File: src/hdl/register_write_frame_deframer_assert.svh
// ----------------------------------------------------------------------------
// register write frame deframer assertion macros
// concurrent assertion helpers, empty when synthesized
// ----------------------------------------------------------------------------
`ifndef REGISTER_WRITE_FRAME_DEFRAMER_ASSERT_SVH
`define REGISTER_WRITE_FRAME_DEFRAMER_ASSERT_SVH

`ifndef SYNTHESIS

// same-cycle implication
`define RWFD_ASSERT_IMPLY(label, clk, rst, ante, cons) \
   label: assert property (@(posedge clk) disable iff (rst) (ante) |-> (cons)) \
      else $error("rwfd assertion failed");

// next-cycle implication
`define RWFD_ASSERT_NEXT(label, clk, rst, ante, cons) \
   label: assert property (@(posedge clk) disable iff (rst) (ante) |=> (cons)) \
      else $error("rwfd assertion failed");

`else

`define RWFD_ASSERT_IMPLY(label, clk, rst, ante, cons)
`define RWFD_ASSERT_NEXT(label, clk, rst, ante, cons)

`endif

`endif

File: src/hdl/rwfd_pkg.sv
// ----------------------------------------------------------------------------
// rwfd package
// shared constants and types of the register write frame deframer
// ----------------------------------------------------------------------------
`default_nettype none

package rwfd_pkg;

   localparam int unsigned BYTE_W = 8;
   localparam int unsigned WORD_W = 16;

   localparam logic [BYTE_W-1:0] SYNC_RESET = 8'h55;

   // one decoded register write, hit marks a good checksum
   typedef struct packed {
      logic              hit;
      logic [WORD_W-1:0] write_addr;
      logic [WORD_W-1:0] write_data;
   } rwfd_result_type;

endpackage

`default_nettype wire

File: src/hdl/register_write_frame_deframer.sv
// a good checksum byte's write is registered in the output register, or in the skid entry while rsp stalls
// throughput: one byte item per cycle, sustained while rsp keeps up
// the output register plus one skid entry let req keep flowing under rsp stall until a write is parked in the skid
// reset: synchronous, active high; clears frame position, sum, valids, sync byte to 0x55
// the payload bytes are not reset, they are always written before use
// ----------------------------------------------------------------------------
// register write frame deframer
// turns sync-led six byte frames into 16-bit register writes
// ----------------------------------------------------------------------------
`default_nettype none
`include "register_write_frame_deframer_assert.svh"

module register_write_frame_deframer (
   input  wire logic                           clock,
   input  wire logic                           reset,
   // configuration: sync byte
   input  wire logic                           csr_we,
   input  wire logic [rwfd_pkg::BYTE_W-1:0]    csr_wdata,
   // byte items in
   input  wire logic                           req_tvalid,
   output      logic                           req_tready,
   input  wire logic [7:0]                     req_tdata,   // [7:0] rx_byte
   // register write items out
   output      logic                           rsp_tvalid,
   input  wire logic                           rsp_tready,
   output      logic [31:0]                    rsp_tdata    // [15:0] write_addr, [31:16] write_data
);
   import rwfd_pkg::*;

   // sync byte register
   logic [BYTE_W-1:0] sync_ff;

   // output register and skid entry
   logic              main_valid_ff, main_valid_in;
   logic [WORD_W-1:0] main_addr_ff, main_addr_in;
   logic [WORD_W-1:0] main_data_ff, main_data_in;
   logic              skid_valid_ff, skid_valid_in;
   logic [WORD_W-1:0] skid_addr_ff, skid_addr_in;
   logic [WORD_W-1:0] skid_data_ff, skid_data_in;

   logic              req_accept;
   logic              rsp_pop;
   logic              push;
   rwfd_result_type   result;

   // ready only while the skid entry is free, so no result can be dropped
   assign req_tready = !skid_valid_ff;
   assign req_accept = req_tvalid && req_tready;
   assign rsp_pop    = rsp_tvalid && rsp_tready;

   always_ff @(posedge clock) begin
      if (reset) begin
         sync_ff <= SYNC_RESET;
      end else if (csr_we) begin
         sync_ff <= csr_wdata;
      end
   end

   // frame state machine
   rwfd_frame_parser u_parser (
      .clock     (clock),
      .reset     (reset),
      .accept    (req_accept),
      .rx_byte   (req_tdata[BYTE_W-1:0]),
      .sync_byte (sync_ff),
      .result    (result)
   );

   assign push = req_accept && result.hit;

   // output register with one skid entry behind it
   always_comb begin
      main_valid_in = main_valid_ff;
      main_addr_in  = main_addr_ff;
      main_data_in  = main_data_ff;
      skid_valid_in = skid_valid_ff;
      skid_addr_in  = skid_addr_ff;
      skid_data_in  = skid_data_ff;
      priority if (!main_valid_ff || rsp_pop) begin
         if (skid_valid_ff) begin
            // skid drains first, req is stalled so nothing new arrives
            main_valid_in = 1'b1;
            main_addr_in  = skid_addr_ff;
            main_data_in  = skid_data_ff;
            skid_valid_in = 1'b0;
         end else begin
            main_valid_in = push;
            main_addr_in  = result.write_addr;
            main_data_in  = result.write_data;
         end
      end else if (push) begin
         // output held, park the new write
         skid_valid_in = 1'b1;
         skid_addr_in  = result.write_addr;
         skid_data_in  = result.write_data;
      end
   end

   always_ff @(posedge clock) begin
      if (reset) begin
         main_valid_ff <= 1'b0;
         skid_valid_ff <= 1'b0;
      end else begin
         main_valid_ff <= main_valid_in;
         skid_valid_ff <= skid_valid_in;
      end
   end

   always_ff @(posedge clock) begin
      main_addr_ff <= main_addr_in;
      main_data_ff <= main_data_in;
      skid_addr_ff <= skid_addr_in;
      skid_data_ff <= skid_data_in;
   end

   assign rsp_tvalid = main_valid_ff;
   assign rsp_tdata  = {main_data_ff, main_addr_ff};

   // skid only ever fills behind a full output register
   `RWFD_ASSERT_IMPLY(a_skid_behind_main, clock, reset, skid_valid_ff, main_valid_ff)
   // a write produced under stall lands in the skid entry
   `RWFD_ASSERT_NEXT(a_stall_parks, clock, reset, main_valid_ff && !rsp_tready && push, skid_valid_ff)
   // draining with a full skid keeps the output valid
   `RWFD_ASSERT_NEXT(a_skid_drain, clock, reset, skid_valid_ff && rsp_tready, rsp_tvalid)

endmodule

`default_nettype wire

File: src/hdl/rwfd_frame_parser.sv
// ----------------------------------------------------------------------------
// rwfd frame parser
// sync hunt, payload capture and checksum test, one byte per cycle while accept is high
// ----------------------------------------------------------------------------
`default_nettype none

module rwfd_frame_parser (
   input  wire logic                         clock,
   input  wire logic                         reset,
   input  wire logic                         accept,
   input  wire logic [rwfd_pkg::BYTE_W-1:0]  rx_byte,
   input  wire logic [rwfd_pkg::BYTE_W-1:0]  sync_byte,
   output rwfd_pkg::rwfd_result_type         result
);
   import rwfd_pkg::*;

   localparam logic [2:0] POS_HUNT  = 3'd0;
   localparam logic [2:0] POS_ADDRH = 3'd1;
   localparam logic [2:0] POS_ADDRL = 3'd2;
   localparam logic [2:0] POS_DATAH = 3'd3;
   localparam logic [2:0] POS_DATAL = 3'd4;
   localparam logic [2:0] POS_CHECK = 3'd5;

   logic [2:0]        pos_ff, pos_in;
   logic [BYTE_W-1:0] sum_ff, sum_in;
   logic [BYTE_W-1:0] payload_ff [4];
   logic [1:0]        slot;
   logic              is_sync;

   assign is_sync = (rx_byte == sync_byte);
   assign slot    = pos_ff[1:0] - 2'd1;

   always_comb begin
      pos_in = pos_ff;
      sum_in = sum_ff;
      result.hit        = 1'b0;
      result.write_addr = {payload_ff[0], payload_ff[1]};
      result.write_data = {payload_ff[2], payload_ff[3]};
      unique case (pos_ff)
         POS_ADDRH, POS_ADDRL, POS_DATAH, POS_DATAL: begin
            pos_in = pos_ff + 3'd1;
            sum_in = sum_ff + rx_byte;
         end
         POS_CHECK: begin
            result.hit = (sum_ff == rx_byte);
            // a checksum equal to sync opens the next frame
            if (is_sync) begin
               pos_in = POS_ADDRH;
               sum_in = sync_byte;
            end else begin
               pos_in = POS_HUNT;
               sum_in = '0;
            end
         end
         default: begin
            // hunt, unused codes act the same
            if (is_sync) begin
               pos_in = POS_ADDRH;
               sum_in = sync_byte;
            end else begin
               pos_in = POS_HUNT;
            end
         end
      endcase
   end

   always_ff @(posedge clock) begin
      if (reset) begin
         pos_ff <= POS_HUNT;
         sum_ff <= '0;
      end else if (accept) begin
         pos_ff <= pos_in;
         sum_ff <= sum_in;
      end
   end

   // payload store, no reset
   always_ff @(posedge clock) begin
      if (accept && (pos_ff >= POS_ADDRH) && (pos_ff <= POS_DATAL)) begin
         payload_ff[slot] <= rx_byte;
      end
   end

endmodule

`default_nettype wire
File: config.mk
export PLATFORM = sky130hd
export DESIGN_NAME = register_write_frame_deframer
export DESIGN_NICKNAME = d
export VERILOG_FILES = /design/src/hdl/rwfd_pkg.sv /design/src/hdl/register_write_frame_deframer.sv /design/src/hdl/rwfd_frame_parser.sv
export VERILOG_INCLUDE_DIRS = /design/src /design/src/hdl
export SDC_FILE = /design/constraint.sdc
export NUM_CORES = 1
export LEC_CHECK = 0
export ABC_AREA = 1
export BUFFER_PORTS_ARGS = -buffer_cell sky130_fd_sc_hd__buf_2
export CORE_UTILIZATION = 58
export CTS_CLUSTER_SIZE = 40
export DETAILED_ROUTE_END_ITERATION = 8
export PLACE_DENSITY = 0.79
export RECOVER_POWER = 25
export SLEW_MARGIN = 20
export SYNTH_ARGS = -nofsm -noshare
export SYNTH_HDL_FRONTEND = slang
export SYNTH_HIERARCHICAL = 1
export SYNTH_SLANG_ARGS = --single-unit
File: constraint.sdc
create_clock -name clock -period 3.4 [get_ports clock]
set_input_delay 0.34 -clock clock [delete_from_list [all_inputs] [get_ports clock]]
set_output_delay 0.34 -clock clock [all_outputs]
set_load 0.05 [all_outputs]
==> impl_metrics.yaml <==
worst_setup_path:
  path_max_fanout: 33
  cp_slowest_stage_delay_ns: 0.75
  r2r-start: "u_parser/pos_ff[1]$_SDFFE_PP0P_"
  crit_path_start_kind: "flip-flop"
  cp-endpoint: "req_tready"
  critPathLaunch: "skid_valid_ff$_SDFFE_PP0P_"
  cp_slowest_cell: "dfxtp_1"
  crit_type: "reg2out"
  r2r_slack_ns: 1.29
  r2r_cells: 6
  cp_data_arrival_time_ns: 1.78
  worst_r2r_endpoint: "u_parser/payload_ff[1][1]$_DFFE_PP_"
  required_ns: 3.06
  cp-end-kind: "output pin"
  path_cells: "inv_8 -> buf_2"
yosys:
  syn_area_per_cell_sq_um: 11.4
  ys_warn_count: 6
  synth_area_leaders: "edfxtp_1, nand2_1, dfxtp_1"
  yosys_most_used_dff: "edfxtp_1"
  synthMostInstantiatedCell: "nand2_1"
  synth_top_area_frac: 0.580
  synth.cell_area_sq_um: 4970
  synth_top_area_cell: "edfxtp_1"
  synth.distinct_cells: 34
  synth_top_cells_by_count: "nand2_1, edfxtp_1, inv_1"
  synthArstFlopShare: 0
  synth-edff-count: 96
  synthCells: 437
  ys_ff_latch: 117
  syn_nets: 472
  synth-seq-area-share: 0.665
power_and_ir_drop:
  leakage_nw: 2.46
  intPower_mw: 2.72
  pwr_density_cell_nw_per_um2: 616
  p_total_mw: 3.60
  p_seq_frac: 0.448
  clkPwrFrac: 0.471
  ir_drop_uv: 460
  comb_power_share: 0.081
  p_switching_uw: 876
  switching_share: 0.244
floorplanning:
  initial_core_util: 0.602
  ioPinCount: 55
  die_w_um: 94.5
  rows: 33
  die_h_um: 94.5
  dieArea_sq_um: 8940
  coreArea_sq_um: 8260
timing:
  holdWs_ns: 0.0387
  worst_pin_slew_ns: 0.727
  relSlewSlack: 0.514
  maxSlewViolCount: 0
  setup_viol: 0
  setup_slack_ns: 1.28
  fin_skew_ns: 0.0112
  post-route-period-util: 0.622
  finalHoldViolations: 0
  setup_tns_ns: 0
  period_needed_ns: 2.12
  max_freq_ghz: 0.473
  grt_setup_unrepaired: "no"
drt:
  wl_per_cell_um: 15.9
  wl_mm: 9.86
  drtIter0Drc: 182
  ant_nets: 0
  routed_via_density: 5.18
  firstDrtPassIters: 4
  remaining_drc_errors: 0
  vias: 3218
placement:
  place_inst: 589
  dp_slack_ns: 1.10
  place_congestion: 0.889
  place.detailed.hpwl_mm: 6.58
  placed_area_sq_um: 5290
  port_buffers: 54
worst_hold_path:
  hold_depth: 3
  hp-class: "in2reg"
clock_network:
  cts_resized: 0
  clk_pin_slew_worst_paths_ns: 0.06
  cts_root_buffer: "clkbuf_8"
  clk_path_buf_depth: 2
  h-tree-depth: 4
  cts.sinks: 117
  holdBufCountCts: 0
  post-cts-setup-buffers: 0
  tritoncts: "done"
  cts_made_buffers: 17
  clk_latency_ns: 0.51
layout:
  fillerInstances: 595
  seq_area_sq_um: 3300
  nNetsFinal: 538
  layoutNonFillerInstCount: 621
  drive_above_1_share: 0.233
  final_util: 0.708
  design_area_sq_um: 5840
  diodes: 0
  multiInputGateArea_sq_um: 1400
  area_delta_synth_final_pct: 17.7
global_route:
  grt.total_usage: 0.246
  antenna_found_initial: 0
  grt_pass1_wl_mm: 15.8
  grt_max_degree: 34
  grt-ovfl-total: 0
  grt_pass1_vias: 3258
status:
  outcome: "complete, no violations"
run:
  cap_violations: 0
## per-layer routing
layer	wire, um	vias to the layer above	global-route usage
met2	5120	98	0.411
met5	0	-	0
met1	4160	1509	0.290
li1	-	1594	-
met3	390	17	0.0805
met4	197	0	0.110
## power groups by stage
stage / Clock, mW / Sequential, mW / Combinational (mW)
after global routing: 1.78 / 1.61 / 0.322
after global placement: 0 / 1.64 / 0.279
after detailed placement: 0 / 1.64 / 0.287
after floorplan: 0 / 1.67 / 0.181
after CTS: 1.72 / 1.61 / 0.291
final: 1.70 / 1.61 / 0.291
## how the worst min path moves through the flow
stage / to / slack [ns] / startpoint
after global placement: skid_addr_ff[3]$_DFFE_PP_ / 0.44 / u_parser/payload_ff[1][3]$_DFFE_PP_
after floorplan: rsp_tvalid$_SDFFE_PP0P_ / 0.41 / reset
final: sync_ff[0]$_SDFFE_PP1P_ / 0.04 / csr_wdata[0]
after detailed placement: skid_addr_ff[15]$_DFFE_PP_ / 0.44 / u_parser/payload_ff[0][7]$_DFFE_PP_
after global routing: sync_ff[0]$_SDFFE_PP1P_ / 0.02 / csr_wdata[0]
after CTS: sync_ff[0]$_SDFFE_PP1P_ / 0.02 / csr_wdata[0]
## cell type report
type,count,area share
clock buffer,17,0.0709
inverter,41,0.0276
multi-input combinational,269,0.239
sequential,117,0.565
clock inverter,15,0.0265
tap,105,0.0225
timing repair buffer,57,0.0484
## layout by cell type, fill, tap and decap left out, types with 2 or more instances in the layout
cell	n
a21oi_1	17
a21oi_2	2
buf_2	46
buf_4	3
bufinv_16	2
clkbuf_1	8
clkbuf_16	16
clkinv_2	3
clkinvlp_4	6
dfxtp_1	21
edfxtp_1	96
ha_1	13
inv_1	36
inv_2	4
inv_6	3
nand2_1	133
nand2_2	21
nand2_4	3
nand3_1	25
nand3b_1	3
nand4_1	2
nor2_1	20
nor2_2	2
nor2_4	3
nor4_1	2
o21ai_0	6
or2_2	2
xnor2_1	6
## worst max-delay path: cells and delay by family (launching register included)
family	cells	cell delay, ns
flip-flops	1	0.75
buffers and inverters	2	0.50
## sequential cells by signal (all words and copies together), names as in the netlist
signal,cells
main_addr_ff,16
main_data_ff,16
rsp_tvalid,1
skid_addr_ff,16
skid_data_ff,16
skid_valid_ff,1
sync_ff,8
u_parser/payload_ff,32
u_parser/pos_ff,3
u_parser/sum_ff,8
## kinds of logic (layout without fill, tap and decap cells)
group                    count (synthesis)  count (layout)  synth area share
flip-flops                             117             117             0.665
buffers and inverters                   51             130            0.0544
AO/OA/AOI/OAI                           31              31            0.0358
XOR/XNOR                                 6               6            0.0106
adder cells (fa/ha/maj)                 14              14            0.0368
AND/OR/NAND/NOR                        218             218             0.197
Note: power is estimated with default switching activity, not from simulation.
